File: src/rtl/rbu_pkg.sv
package rbu_pkg;

	localparam int CFG_W      = 5;   // capacity register
	localparam int ACT_W      = 2;
	localparam int ST_W       = 2;
	localparam int OCC_W      = 5;
	localparam int DEPTH_DEF  = 16;
	localparam int DATA_W_DEF = 32;
	localparam int CAP_RESET  = 16;

	typedef enum logic [ACT_W-1:0] {
		ACT_WRITE = 2'd0,
		ACT_READ  = 2'd1,
		ACT_UNDO  = 2'd2
	} action_t;

	typedef enum logic [ST_W-1:0] {
		ST_OK    = 2'd0,
		ST_FULL  = 2'd1,
		ST_EMPTY = 2'd2
	} status_t;

endpackage

File: src/rtl/ring_buffer_with_undo_last_write.sv
// Channel | Direction | Handshake           | Payload
// in      | in        | in_valid / in_ready | action, write_value
// out     | out       | out_valid/out_ready | status, read_value, occupancy
// cfg     | in        | cfg_we (no wait)    | cfg_wdata -> capacity
//
// One item per clock while out_ready allows: the pointer and count update is a
// single short step done as the item is taken, which also loads the result register.
// The storage is a memory with one write and one registered read port per cycle.
// The next item is taken while a result waits, as long as out_ready is high.
// If out_ready is low with a result held, in_ready drops until that result goes.
// arst_n clears pointers, count, capacity (back to 16) and the result valid flag;
// the storage words are not cleared.
module ring_buffer_with_undo_last_write #(
	parameter int DEPTH      = rbu_pkg::DEPTH_DEF,
	parameter int DATA_WIDTH = rbu_pkg::DATA_W_DEF
) (
	input  logic                       clk,
	input  logic                       arst_n,
	// configuration
	input  logic                       cfg_we,
	input  logic [rbu_pkg::CFG_W-1:0]  cfg_wdata,
	// input channel
	input  logic                       in_valid,
	output logic                       in_ready,
	input  logic [rbu_pkg::ACT_W-1:0]  action,
	input  logic [DATA_WIDTH-1:0]      write_value,
	// result channel
	output logic                       out_valid,
	input  logic                       out_ready,
	output logic [rbu_pkg::ST_W-1:0]   status,
	output logic [DATA_WIDTH-1:0]      read_value,
	output logic [rbu_pkg::OCC_W-1:0]  occupancy
);
	import rbu_pkg::*;

	localparam int IDX_W   = (DEPTH > 1) ? $clog2(DEPTH) : 1;
	// capacity register is 5 bits, so the effective capacity tops out at 31
	localparam int CAP_MAX = (DEPTH < 31) ? DEPTH : 31;
	// wide enough for index + 1 and for the capacity
	localparam int SUM_W   = ((IDX_W > CFG_W) ? IDX_W : CFG_W) + 1;

	// --- state ---------------------------------------------------------------
	logic [CFG_W-1:0]       capacity_q;
	logic [IDX_W-1:0]       rd_idx_q;
	logic [IDX_W-1:0]       wr_idx_q;
	logic [OCC_W-1:0]       count_q;
	logic [DATA_WIDTH-1:0]  storage [DEPTH];

	// --- result register -----------------------------------------------------
	logic                   out_valid_s1;
	status_t                status_s1;
	logic                   rd_ok_s1;
	logic [DATA_WIDTH-1:0]  rd_data_s1;
	logic [OCC_W-1:0]       occ_s1;

	// --- next-state logic ----------------------------------------------------
	logic                   accept;
	logic [CFG_W-1:0]       cap_eff;
	logic                   is_empty;
	logic                   is_full;
	logic                   do_write;
	logic                   do_read;
	status_t                status_d;
	logic [IDX_W-1:0]       rd_idx_d;
	logic [IDX_W-1:0]       wr_idx_d;
	logic [OCC_W-1:0]       count_d;

	// step an index forward, wrapping at the capacity
	function automatic logic [IDX_W-1:0] idx_advance(
		input logic [IDX_W-1:0] idx,
		input logic [CFG_W-1:0] cap
	);
		logic [SUM_W-1:0] nxt;
		nxt = SUM_W'(idx) + SUM_W'(1);
		return (nxt >= SUM_W'(cap)) ? '0 : IDX_W'(nxt);
	endfunction

	// step an index back; from zero, or from beyond the capacity, go to the top
	function automatic logic [IDX_W-1:0] idx_retreat(
		input logic [IDX_W-1:0] idx,
		input logic [CFG_W-1:0] cap
	);
		if (idx == '0 || SUM_W'(idx) > SUM_W'(cap))
			return IDX_W'(cap - CFG_W'(1));
		return idx - IDX_W'(1);
	endfunction

	assign in_ready = !out_valid_s1 || out_ready;
	assign accept   = in_valid && in_ready;

	// zero acts as one, anything above the storage depth acts as the depth
	always_comb begin
		if (capacity_q == '0)
			cap_eff = CFG_W'(1);
		else if (capacity_q > CFG_W'(CAP_MAX))
			cap_eff = CFG_W'(CAP_MAX);
		else
			cap_eff = capacity_q;
	end

	assign is_empty = (count_q == '0);
	assign is_full  = (SUM_W'(count_q) >= SUM_W'(cap_eff));

	always_comb begin
		status_d = ST_OK;
		do_write = 1'b0;
		do_read  = 1'b0;
		rd_idx_d = rd_idx_q;
		wr_idx_d = wr_idx_q;
		count_d  = count_q;
		case (action)
			ACT_WRITE: begin
				if (is_full) begin
					status_d = ST_FULL;
				end else begin
					do_write = 1'b1;
					wr_idx_d = idx_advance(wr_idx_q, cap_eff);
					count_d  = count_q + OCC_W'(1);
				end
			end
			ACT_READ: begin
				if (is_empty) begin
					status_d = ST_EMPTY;
				end else begin
					do_read  = 1'b1;
					rd_idx_d = idx_advance(rd_idx_q, cap_eff);
					count_d  = count_q - OCC_W'(1);
				end
			end
			ACT_UNDO: begin
				if (is_empty) begin
					status_d = ST_EMPTY;
				end else begin
					wr_idx_d = idx_retreat(wr_idx_q, cap_eff);
					count_d  = count_q - OCC_W'(1);
				end
			end
			default: begin
				// unused action code: nothing changes, status ok
				status_d = ST_OK;
			end
		endcase
	end

	// --- control registers ---------------------------------------------------
	always_ff @(posedge clk or negedge arst_n) begin
		if (!arst_n) begin
			capacity_q   <= CFG_W'(CAP_RESET);
			rd_idx_q     <= '0;
			wr_idx_q     <= '0;
			count_q      <= '0;
			out_valid_s1 <= 1'b0;
		end else begin
			if (cfg_we)
				capacity_q <= cfg_wdata;
			if (accept) begin
				rd_idx_q <= rd_idx_d;
				wr_idx_q <= wr_idx_d;
				count_q  <= count_d;
			end
			if (accept)
				out_valid_s1 <= 1'b1;
			else if (out_ready)
				out_valid_s1 <= 1'b0;
		end
	end

	// --- storage: one write, one registered read per cycle -------------------
	// The read port always looks at the oldest word; the item's own write can
	// never target a word it reads, so read-before-write is what is wanted.
	always_ff @(posedge clk) begin
		if (accept && do_write)
			storage[wr_idx_q] <= write_value;
		if (accept)
			rd_data_s1 <= storage[rd_idx_q];
	end

	// --- result payload ------------------------------------------------------
	always_ff @(posedge clk) begin
		if (accept) begin
			status_s1 <= status_d;
			rd_ok_s1  <= do_read;
			occ_s1    <= count_d;
		end
	end

	assign out_valid  = out_valid_s1;
	assign status     = status_s1;
	assign read_value = rd_ok_s1 ? rd_data_s1 : '0;
	assign occupancy  = occ_s1;

endmodule

File: config.mk
export PLATFORM = sky130hd
export DESIGN_NAME = ring_buffer_with_undo_last_write
export DESIGN_NICKNAME = d
export VERILOG_FILES = /design/src/rtl/rbu_pkg.sv /design/src/rtl/ring_buffer_with_undo_last_write.sv
export SDC_FILE = /design/constraint.sdc
export NUM_CORES = 1
export LEC_CHECK = 0
export BUFFER_PORTS_ARGS = -buffer_cell sky130_fd_sc_hd__buf_2
export CAP_MARGIN = 15
export CORE_UTILIZATION = 52
export DETAILED_ROUTE_END_ITERATION = 10
export GPL_ROUTABILITY_DRIVEN = 0
export PLACE_DENSITY = 0.77
export SYNTH_ARGS = -nofsm -noshare
export SYNTH_HDL_FRONTEND = slang
export SYNTH_SLANG_ARGS = --single-unit
export TNS_END_PERCENT = 50
File: constraint.sdc
create_clock -name clk -period 4.8 [get_ports clk]
set_input_delay 0.48 -clock clk [delete_from_list [all_inputs] [get_ports clk]]
set_output_delay 0.48 -clock clk [all_outputs]
set_load 0.02 [all_outputs]
==> Yosys cells after proc, flatten, opt, wreduce, memory -nomap -nowiden <==
Memory sizes are Yosys's and may differ from the RTL's. A register that Yosys moved wholly into a read port is not among the register bits.
Index checks and enable logic that the tools add are counted.
{ "op_classes": {"add_sub_neg": 6, "n_mul": 0, "div_mod_pow": 0, "magnitude_cmp": 5, "n_eq_ne": 4, "n_shift": 0, "mux": 26, "bitwise_logic": 1, "n_reduce_logical": 14} }
{ "op_table": {"columns": ["op", "count"], "rows": [
  ["32-bit two-way mux", 1],
  ["4-bit two-way mux", 6],
  ["5-bit two-way mux", 4],
  ["5-bit greater-or-equal comparator", 3],
  ["1-bit two-way mux", 11],
  ["4-bit by 1-bit adder with 5-bit output (second input constant)", 2],
  ["5-bit zero test", 2],
  ["5-bit one-hot mux with 2 select lines", 1],
  ["4-bit one-hot mux with 2 select lines", 1],
  ["4-bit by 1-bit subtractor with 4-bit output (second input constant)", 2],
  ["5-bit by 1-bit adder with 5-bit output (second input constant)", 1],
  ["4-bit by 5-bit greater-than comparator with 1-bit output", 1],
  ["5-bit greater-than comparator (second input constant)", 1],
  ["5-bit by 1-bit subtractor with 5-bit output (second input constant)", 1],
  ["4-bit zero test", 1],
  ["2-bit inequality test (second input constant)", 2],
  ["2-bit one-hot mux with 2 select lines", 1],
  ["4-bit AND reduction", 1],
  ["2-bit nonzero test", 2],
  ["3-bit AND reduction", 1],
  ["2-bit by 1-bit == test with 1-bit output (second input constant)", 1],
  ["2-bit == test (second input constant)", 1],
  ["1-bit logical AND", 2],
  ["2-bit zero test", 1],
  ["5 further kinds", 6]
]} }
{ "word_totals": {"ff_bits": 27, "latchBits": 0, "mem_bits_rw": 512, "romBits": 0, "in_bits": 44, "out_inout_bits": 41, "wordCells": 65, "n_memories": 1} }
{ "mem_list": {"columns": ["name", "depth", "width", "read_ports", "rd_clocked_by_memory_dff", "wr", "line_no", "text"], "rows": [
  ["storage", 16, 32, 1, 1, 1, "ring_buffer_with_undo_last_write.sv:47", "logic [DATA_WIDTH-1:0] storage [DEPTH];"]
]} }

==> Longest topological paths before layout <==
Gate-level depths: netlist of the first run.
{ "depth": {"word_depth": 11, "ltp_mapped": 13} }

==> Worst setup path before layout of the first run <==
OpenSTA, ideal clock, no wires.
{ "synth_path": {"path_type": "flip-flop to flip-flop", "from": "reg capacity_q[1]", "to": "mem storage[0][0] (netlist bit) (enable)", "setup_time_ns": 0.461, "arrival_time_ns": 4.272, "required_time_ns": 4.339, "slack_ns": 0.067, "path_stages_with_launch": 10, "path_buffers": 0, "period_less_slack_ns": 4.733, "path_cell_list": "dfrtp_1 > nor3_1 > nor2_1 > nor2_1 > ha_1 > nor2b_1 > o21ai_1 > a211oi_2 > nand3_1 > nor3_1"} }
{ "synth_via": {"elab_chain_len": 9, "elab_cells_between_ends": 10, "classes_between": "order compare (2); mux (6); reduce/logical (2)"} }
{ "synth_lines": {"columns": ["element", "line_no", "text"], "rows": [
  ["start, declared", "ring_buffer_with_undo_last_write.sv:43", "logic [CFG_W-1:0] capacity_q;"],
  ["start signal, assigned", "ring_buffer_with_undo_last_write.sv:148", "capacity_q <= CFG_W'(CAP_RESET);"],
  ["start signal, assigned", "ring_buffer_with_undo_last_write.sv:155", "capacity_q <= cfg_wdata;"],
  ["5-bit greater-than comparator", "ring_buffer_with_undo_last_write.sv:95", "else if (capacity_q > CFG_W'(CAP_MAX))"],
  ["5-bit two-way mux", "ring_buffer_with_undo_last_write.sv:95", null],
  ["5-bit two-way mux (*)", "ring_buffer_with_undo_last_write.sv:93", "if (capacity_q == '0)"],
  ["5-bit greater-or-equal comparator (*)", "ring_buffer_with_undo_last_write.sv:102", "assign is_full = (SUM_W'(count_q) >= SUM_W'(cap_eff));"],
  ["1-bit two-way mux (*)", "ring_buffer_with_undo_last_write.sv:113", "if (is_full) begin"],
  ["1-bit two-way mux (*)", "ring_buffer_with_undo_last_write.sv:111", "case (action)"],
  ["1-bit logical AND (*)", "ring_buffer_with_undo_last_write.sv:172", "if (accept && do_write)"],
  ["1-bit two-way mux (*)", "ring_buffer_with_undo_last_write.sv:172", null],
  ["1-bit two-way mux (not written as such) (*)", "ring_buffer_with_undo_last_write.sv:173", "storage[wr_idx_q] <= write_value;"],
  ["end, declared", "ring_buffer_with_undo_last_write.sv:47", null]
]} }
Every way passes the cells marked *; elsewhere a longest branch is shown, timed or not.

==> Final worst setup path of the first run <==
{ "layout_path": {"from": "reg capacity_q[1]", "to": "mem storage[7][22] (netlist bit) (enable)"} }
The elaborated chain is that of the path after synthesis.

==> flow_summary_export.csv, run 1 <==
group,metric,value,unit
sta,rsz0062_at_grt,"no",
sta,slew_viol_final,0,
critical_path,worstPathMaxFanout,16,
cts,cts_tree,"built",
yosys,seq_area_frac_synth,0.755,
floorplanning,die_h,210,um
sta,period_minus_slack,4.02,ns
cells_and_area,area_delta_synth_final,13.1,%
floorplanning,boundaryPins,85,
run,maxCapViolations,0,
global_routing,grt_max_degree,75,
status,outcome,"complete, no violations",
yosys,synth.largest_area_cell,"edfxtp_1",
critical_path,end_kind,"flop",
route,via_per_inst,6.01,
floorplanning,start_util,0.532,
placement,place_area,23900,um^2
cells_and_area,drive_gt1_frac,0.316,
yosys,ys_seq_elements,571,
sta,slew_headroom,0.284,
pwr,power_density,518,nW/um^2
sta,layout_setup_ws,0.777,ns
sta,final.setup_skew,0.0157,ns
floorplanning,floorplan.core_area,42400,um^2
cells_and_area,most-common-layout-cells,"edfxtp_1 (552), mux4_2 (154), buf_2 (84)",
placement,place_hpwl,26.2,mm
global_routing,grt_use_total,0.215,
yosys,synth_edf_count,552,
cells_and_area,mostFrequentLayoutCell,"edfxtp_1",
cts,cts-root-buf,"clkbuf_16",
yosys,syn_nets,1093,
pwr,p_leak,0.00825,uW
floorplanning,dieArea,44300,um^2
floorplanning,die_x,210,um
yosys,ys_async_sr_fraction,0.0333,
global_routing,grt_pass1_wl,69.1,mm
sta,tightest_slew,1.07,ns
cts,cts_setup_buffers,0,
cts,cts_buffers,53,
route,final_antenna_net_count,0,
cells_and_area,nNetsFinal,1215,
global_routing,grt_antenna_before_repair,2,
route,vias,10576,
global_routing,grt_pass1_vias,11058,
critical_path,crit_type,"reg -> reg",
cts,cts.sinks,571,
route,drc,0,
pwr,ir_worst_vdd,0.323,mV
cells_and_area,fin_area,25500,um^2
yosys,yosys_warnings,0,
sta,fmax,249,MHz
placement,pre_cts_ws,0.812,ns
route,dr.pass1.iters,5,
sta,setup_viol,0,
yosys,syn_area_per_cell,22.2,um^2
yosys,yosys.cell_types.count,50,
global_routing,grt.overflow.total,0,
sta,min_period_over_period,0.838,
route,wl_per_cell,26.1,um
cts,clk_latency,0.59,ns
cells_and_area,fillers,2937,
sta,hold_slack,0.0999,ns
yosys,synthCells,1017,
critical_path,cp.required,5.08,ns
route,first_iter_violations,953,
sta,fin_tns_setup,0,ns
sta,hold_viol,0,
hold_path,hold_class,"in -> reg",
cts,htreeDepth,2,
critical_path,critPathLaunchType,"flop",
yosys,synth_top_cell_area_share,0.734,
yosys,synth_area_leaders,"edfxtp_1 (73%), mux4_2 (15%), dfrtp_1 (2.0%), ha_1 (1.8%), and2_1 (0.91%)",
yosys,synth_area,22600,um^2
yosys,synth_ff_type,"edfxtp_1",
critical_path,crit_arrival,4.31,ns
cts,cts_buffer_depth,3,
floorplanning,rows,75,
placement,io_buffers,84,
route,wirelength,46.0,mm
cts,path_clk_slew,0.06,ns
routing by layer:
metal  part of all wire  routed length [um]  vias to the layer above  track usage
met4              0.022                1010                        2       0.0615
met3              0.063                2900                       72       0.0387
met1               0.41               18800                     5583        0.298
met2               0.50               23200                      401        0.354
li1                   -                   -                     4518            -
met5            0.00026                  12                        -            0
path summary, 6_finish.rpt:
check,startpoint,to,slack (ns),cells past startpoint
max reg2reg,capacity_q[1]$_DFFE_PN0P_,storage[7][22]$_DFFE_PP_,0.78,10
max,capacity_q[1]$_DFFE_PN0P_,storage[7][22]$_DFFE_PP_,0.78,10
min in group asynchronous,arst_n,count_q[2]$_DFFE_PN0P_,0.38,2
min,in_valid,out_valid$_DFFE_PN0P_,0.1,2
min reg2reg,out_valid$_DFFE_PN0P_,out_valid$_DFFE_PN0P_,0.53,2
max in group asynchronous,arst_n,rd_idx_q[0]$_DFFE_PN0P_,4.06,2
what timing repair did:
action | 4_1_cts | 5_1_grt
hold endpoints to repair | 18 | 0
gates resized for setup | 0 | 0
hold buffers | 1 | 0
cell type report:
cell class / instances / area, um^2 / share of cell area
tap: 577 / 722 / 0.0283
clock buffer: 59 / 1350 / 0.0528
sequential: 571 / 17100 / 0.668
timing repair buffer: 112 / 721 / 0.0282
antenna: 1 / 2.50 / 0.0000980
inverter: 16 / 60.1 / 0.00235
clock inverter: 39 / 308 / 0.0121
multi-input combinational: 385 / 5310 / 0.208
Yosys cell counts (8+ instances only):
| master | instances |
|---|---|
| clkbuf_1 | 19 |
| edfxtp_1 | 552 |
| mux4_2 | 154 |
| inv_1 | 15 |
| ha_1 | 32 |
| nand2_1 | 27 |
| nand3_1 | 10 |
| and2_1 | 33 |
| dfrtp_1 | 18 |
| buf_2 | 8 |
| buf_6 | 10 |
| nor2_1 | 22 |
| o21ai_0 | 18 |
kinds of logic after synthesis:
family                   share of synthesized area
AO/OA/AOI/OAI                               0.0182
XOR/XNOR                                   0.00233
adder cells (fa/ha/maj)                     0.0177
multiplexers                                 0.164
AND/OR/NAND/NOR                             0.0275
flip-flops                                   0.755
buffers and inverters                       0.0146
state kept, by name (all words and copies together), names as in the netlist:
| signal | cells |
|---|---|
| rd_idx_q | 4 |
| out_valid | 1 |
| rd_ok_s1 | 1 |
| wr_idx_q | 4 |
| storage | 512 |
| count_q | 5 |
| status | 2 |
| capacity_q | 5 |
| rd_data_s1 | 32 |
| occupancy | 5 |
where the power goes:
group | internal [uW] | total (uW) | switching (uW)
clock network | 2240 | 4040 | 1790
registers | 5760 | 6120 | 357
logic | 1630 | 3070 | 1440
total | 9630 | 13200 | 3590
critical path, cell delays in order, from the launching register on:
cell and delay [ns]:
dfrtp_1 0.43, nor3_1 0.20, nor2_1 0.06, nor2_1 0.39, ha_1 0.33, nor2b_1 0.12, o21ai_1 0.13, a211oi_2 0.62
nand3_1 0.47, nor2_4 0.66, buf_4 0.31
stage by stage:
step | utilization | std cells | power [uW]
after floorplan | - | 1017 | 8520
after global placement | 0.563 | 1660 | 9290
after detailed placement | 0.563 | 1660 | 9330
after CTS | 0.602 | 1759 | 13400
after global routing | 0.602 | 1759 | 13800
final | 0.602 | 1760 | 13200
Power figures use the tool's default switching activity.
==> run 2, diff against run 1 <==
--- a/config.mk
+++ b/config.mk
@@ -5,6 +5,7 @@
 export SDC_FILE = /design/constraint.sdc
 export NUM_CORES = 1
 export LEC_CHECK = 0
+export ABC_AREA = 1
 export BUFFER_PORTS_ARGS = -buffer_cell sky130_fd_sc_hd__buf_2
 export CAP_MARGIN = 15
 export CORE_UTILIZATION = 52
==> constraint.sdc (replaced) <==
create_clock -name clk -period 3.45 [get_ports clk]
set_input_delay 0.345 -clock clk [delete_from_list [all_inputs] [get_ports clk]]
set_output_delay 0.345 -clock clk [all_outputs]
set_load 0.02 [all_outputs]
==> run 2 against run 1 <==
Cell area increased by 5.5%. Clock skew shrank 0.0014 ns. Via count grew 33%. Worst setup slack got worse by 0.48 ns. Sequential cell count is the same. Register-to-register slack worse by 0.48 ns. Synthesized cell count increased by 71%. Critical endpoint is now storage[15][19]$_DFFE_PP_. Non-clock buffer count is 17 higher. Sequential power is 37% higher.
==> flow_summary_export.csv, run 2 <==
group,metric,value,unit
route,drc,0,
cts,cts_buffer_depth,3,
yosys,synth_area,23900,um^2
cells_and_area,drive_gt1_frac,0.126,
yosys,syn_nets,1811,
placement,place_area,25200,um^2
cells_and_area,largest-register,"storage",
placement,pre_cts_ws,0.353,ns
cells_and_area,area_delta_synth_final,12.6,%
floorplanning,floorplan.core_area,45400,um^2
cts,cts_tree,"built",
critical_path,worstPathMaxFanout,12,
yosys,yosys-top-cells-count,"edfxtp_1 (552), inv_1 (201), o21ai_0 (148), a21oi_1 (143), o211ai_1 (130)",
global_routing,grt_antenna_before_repair,1,
global_routing,grt_max_degree,173,
yosys,seq_area_frac_synth,0.713,
critical_path,cp_common_cell,"nand2_1",
sta,slew_headroom,0.309,
sta,fmax,317,MHz
critical_path,crit_chain,"inv_1, nand4_1, nand2_1, nand2_1, ha_1, a21oi_1, o21a_1, nand2_1, nor3_1, buf_4, inv_1, nor3_4, buf_4",
critical_path,cp.required,3.74,ns
cells_and_area,nNetsFinal,1902,
sta,min_period_over_period,0.914,
pwr,finalPower,20200,uW
sta,layout_setup_ws,0.296,ns
yosys,yosys_warnings,0,
pwr,power_density,749,nW/um^2
critical_path,reg2reg_slack,0.30,ns
cells_and_area,largest_registers,"storage (512), rd_data_s1 (32)",
pwr,p_leak,0.00981,uW
critical_path,crit_type,"reg -> reg",
sta,period_minus_slack,3.15,ns
yosys,yosysMostFrequentCell,"edfxtp_1",
floorplanning,rows,78,
pwr,ir_worst_vdd,0.699,mV
hold_path,worstHoldStart,"cfg_we",
route,wl_per_cell,20.2,um
cells_and_area,most-common-layout-cells,"edfxtp_1 (552), inv_1 (200), o21ai_0 (148)",
critical_path,slowest_stage,"dfrtp_1",
floorplanning,dieArea,46800,um^2
placement,place_hpwl,27.9,mm
floorplanning,die_x,216,um
hold_path,worstHoldEndpoint,"capacity_q[4]$_DFFE_PN1P_",
pwr,p_sw_frac,0.334,
sta,slew_viol_final,0,
cts,cts.sinks,571,
cells_and_area,postLayoutCoreUtil,0.593,
cts,clk_latency,0.60,ns
cts,cts_buffers,56,
cts,cts_setup_buffers,0,
hold_path,hold_class,"in -> reg",
route,final_antenna_net_count,0,
critical_path,worst_r2r_path_depth,13,
route,vias,14061,
route,first_iter_violations,1444,
status,outcome,"complete, no violations",
yosys,synth_ff_type,"edfxtp_1",
cells_and_area,fin_area,26900,um^2
yosys,ys_seq_elements,571,
route,dr.pass1.iters,5,
hold_path,hold_depth,2,
sta,fin_tns_setup,0,ns
global_routing,grt.overflow.total,0,
yosys,synth_edf_count,552,
run,maxCapViolations,0,
yosys,synth.largest_area_cell,"edfxtp_1",
cells_and_area,fillers,3422,
pwr,p_int,13400,uW
cts,path_clk_slew,0.06,ns
critical_path,r2r-start,"capacity_q[3]$_DFFE_PN0P_",
pwr,clockPowerShare,0.283,
global_routing,grt_pass1_vias,13931,
pwr,seqPwrFrac,0.414,
sta,setup_viol,0,
yosys,syn_area_per_cell,13.8,um^2
yosys,ys_async_sr_fraction,0.0333,
pwr,netSwitchingPower,6730,uW
critical_path,crit_arrival,3.45,ns
sta,rsz0062_at_grt,"no",
sta,hold_viol,0,
route,via_per_inst,5.70,
yosys,yosys.cell_types.count,42,
floorplanning,die_h,216,um
yosys,synthCells,1735,
critical_path,crit_family,"simple AND/OR/NAND/NOR gates",
critical_path,slowest_delay,0.38,ns
pwr,pwr-share-comb,0.302,
critical_path,critPathLaunchType,"flop",
cts,post_cts_resized,0,
cells_and_area,largest_reg_flops,512,
floorplanning,boundaryPins,85,
global_routing,grt_pass1_wl,77.2,mm
yosys,synth_top_cell_area_share,0.693,
sta,final.setup_skew,0.0143,ns
global_routing,grt_use_total,0.214,
floorplanning,start_util,0.527,
critical_path,rr_endpoint,"storage[15][19]$_DFFE_PP_",
sta,tightest_slew,1.04,ns
yosys,synth_area_leaders,"edfxtp_1 (69%), mux2i_1 (5.4%), o211ai_1 (4.1%), inv_1 (3.2%), o21ai_0 (3.1%)",
cts,cts-root-buf,"clkbuf_16",
cts,htreeDepth,2,
cells_and_area,mostFrequentLayoutCell,"edfxtp_1",
critical_path,crit_start,"capacity_q[3]$_DFFE_PN0P_",
placement,io_buffers,84,
critical_path,path_buf_inv,4,
route,wirelength,49.8,mm
critical_path,end_kind,"flop",
-- run 2: cell types whose count changed after synthesis, sizes merged, moves of 21 or more --
| cell | change |
|---|---|
| clkbuf | +30 |
| o21ai | +166 |
| nand2 | +106 |
| inv | +191 |
| o211ai | +123 |
| mux4 | -160 |
| buf | +21 |
| nand3 | +38 |
| and2 | -33 |
| a21oi | +141 |
| mux2i | +124 |
-- run 2: cell type report --
cell class / count / area [um^2] / share of cell area
clock inverter: 29 / 226 / 0.00841
tap: 600 / 751 / 0.0279
multi-input combinational: 861 / 5570 / 0.207
antenna: 1 / 2.50 / 0.0000929
sequential: 571 / 17100 / 0.634
timing repair buffer: 129 / 1060 / 0.0394
inverter: 207 / 779 / 0.0289
clock buffer: 70 / 1480 / 0.0548
-- run 2: worst max path at each step --
stage / slack [ns] / cells past startpoint / endpoint
CTS: 0.29 / 13 / storage[15][12]$_DFFE_PP_
finish: 0.30 / 13 / storage[15][19]$_DFFE_PP_
global placement: 0.41 / 13 / storage[11][10]$_DFFE_PP_
detailed placement: 0.35 / 13 / storage[15][12]$_DFFE_PP_
floorplan: -0.15 / 11 / storage[10][0]$_DFFE_PP_
global route: 0.04 / 13 / storage[15][19]$_DFFE_PP_
-- run 2: repair_timing --
item	4_1_cts	5_1_grt
endpoints found under the hold margin	23	0
hold buffers	6	0
endpoints found under the setup margin	0	0
-- run 2: kinds of logic after synthesis --
kind of cell | after synthesis | share of synthesized area
adders and majority gates | 32 | 0.0167
AOI/OAI and AO/OA | 472 | 0.114
muxes | 128 | 0.0536
DFF | 571 | 0.713
xor gates and xnor gates | 8 | 0.00293
and+or+nand+nor | 221 | 0.0400
buffers and inverters | 303 | 0.0595
-- run 2: metal layers --
| metal | GRT usage | wire, um |
|---|---|---|
| met1 | 0.283 | 20500 |
| met2 | 0.363 | 24800 |
| met3 | 0.0276 | 3180 |
| met4 | 0.0798 | 1410 |
| met5 | 0 | 0 |
-- run 2: worst register-to-register path: cells and delay by family (launching register included) --
kind            cells  cell delay [ns]
buf+inv             4             0.73
flops               1             0.38
fa+ha+maj           1             0.35
simple gates        6             1.11
compound gates      2             0.29
-- run 2: power by group through the flow --
stage / logic [uW] / clock network (uW) / registers, uW
3_5_place_dp: 6050 / 0 / 8500
4_1_cts: 6120 / 5790 / 8350
6_report: 6100 / 5720 / 8360
2_1_floorplan: 4740 / 0 / 8400
5_1_grt: 6740 / 6040 / 8400
3_3_place_gp: 5850 / 0 / 8490
-- run 2: metrics by stage --
step | hold slack (ns) | instances
2_1_floorplan | 0.0494 | 1735
6_report | 0.0235 | 2468
4_1_cts | 0.00225 | 2467
3_5_place_dp | 0.324 | 2362
3_3_place_gp | 0.314 | 2362
5_1_grt | 0.0338 | 2468
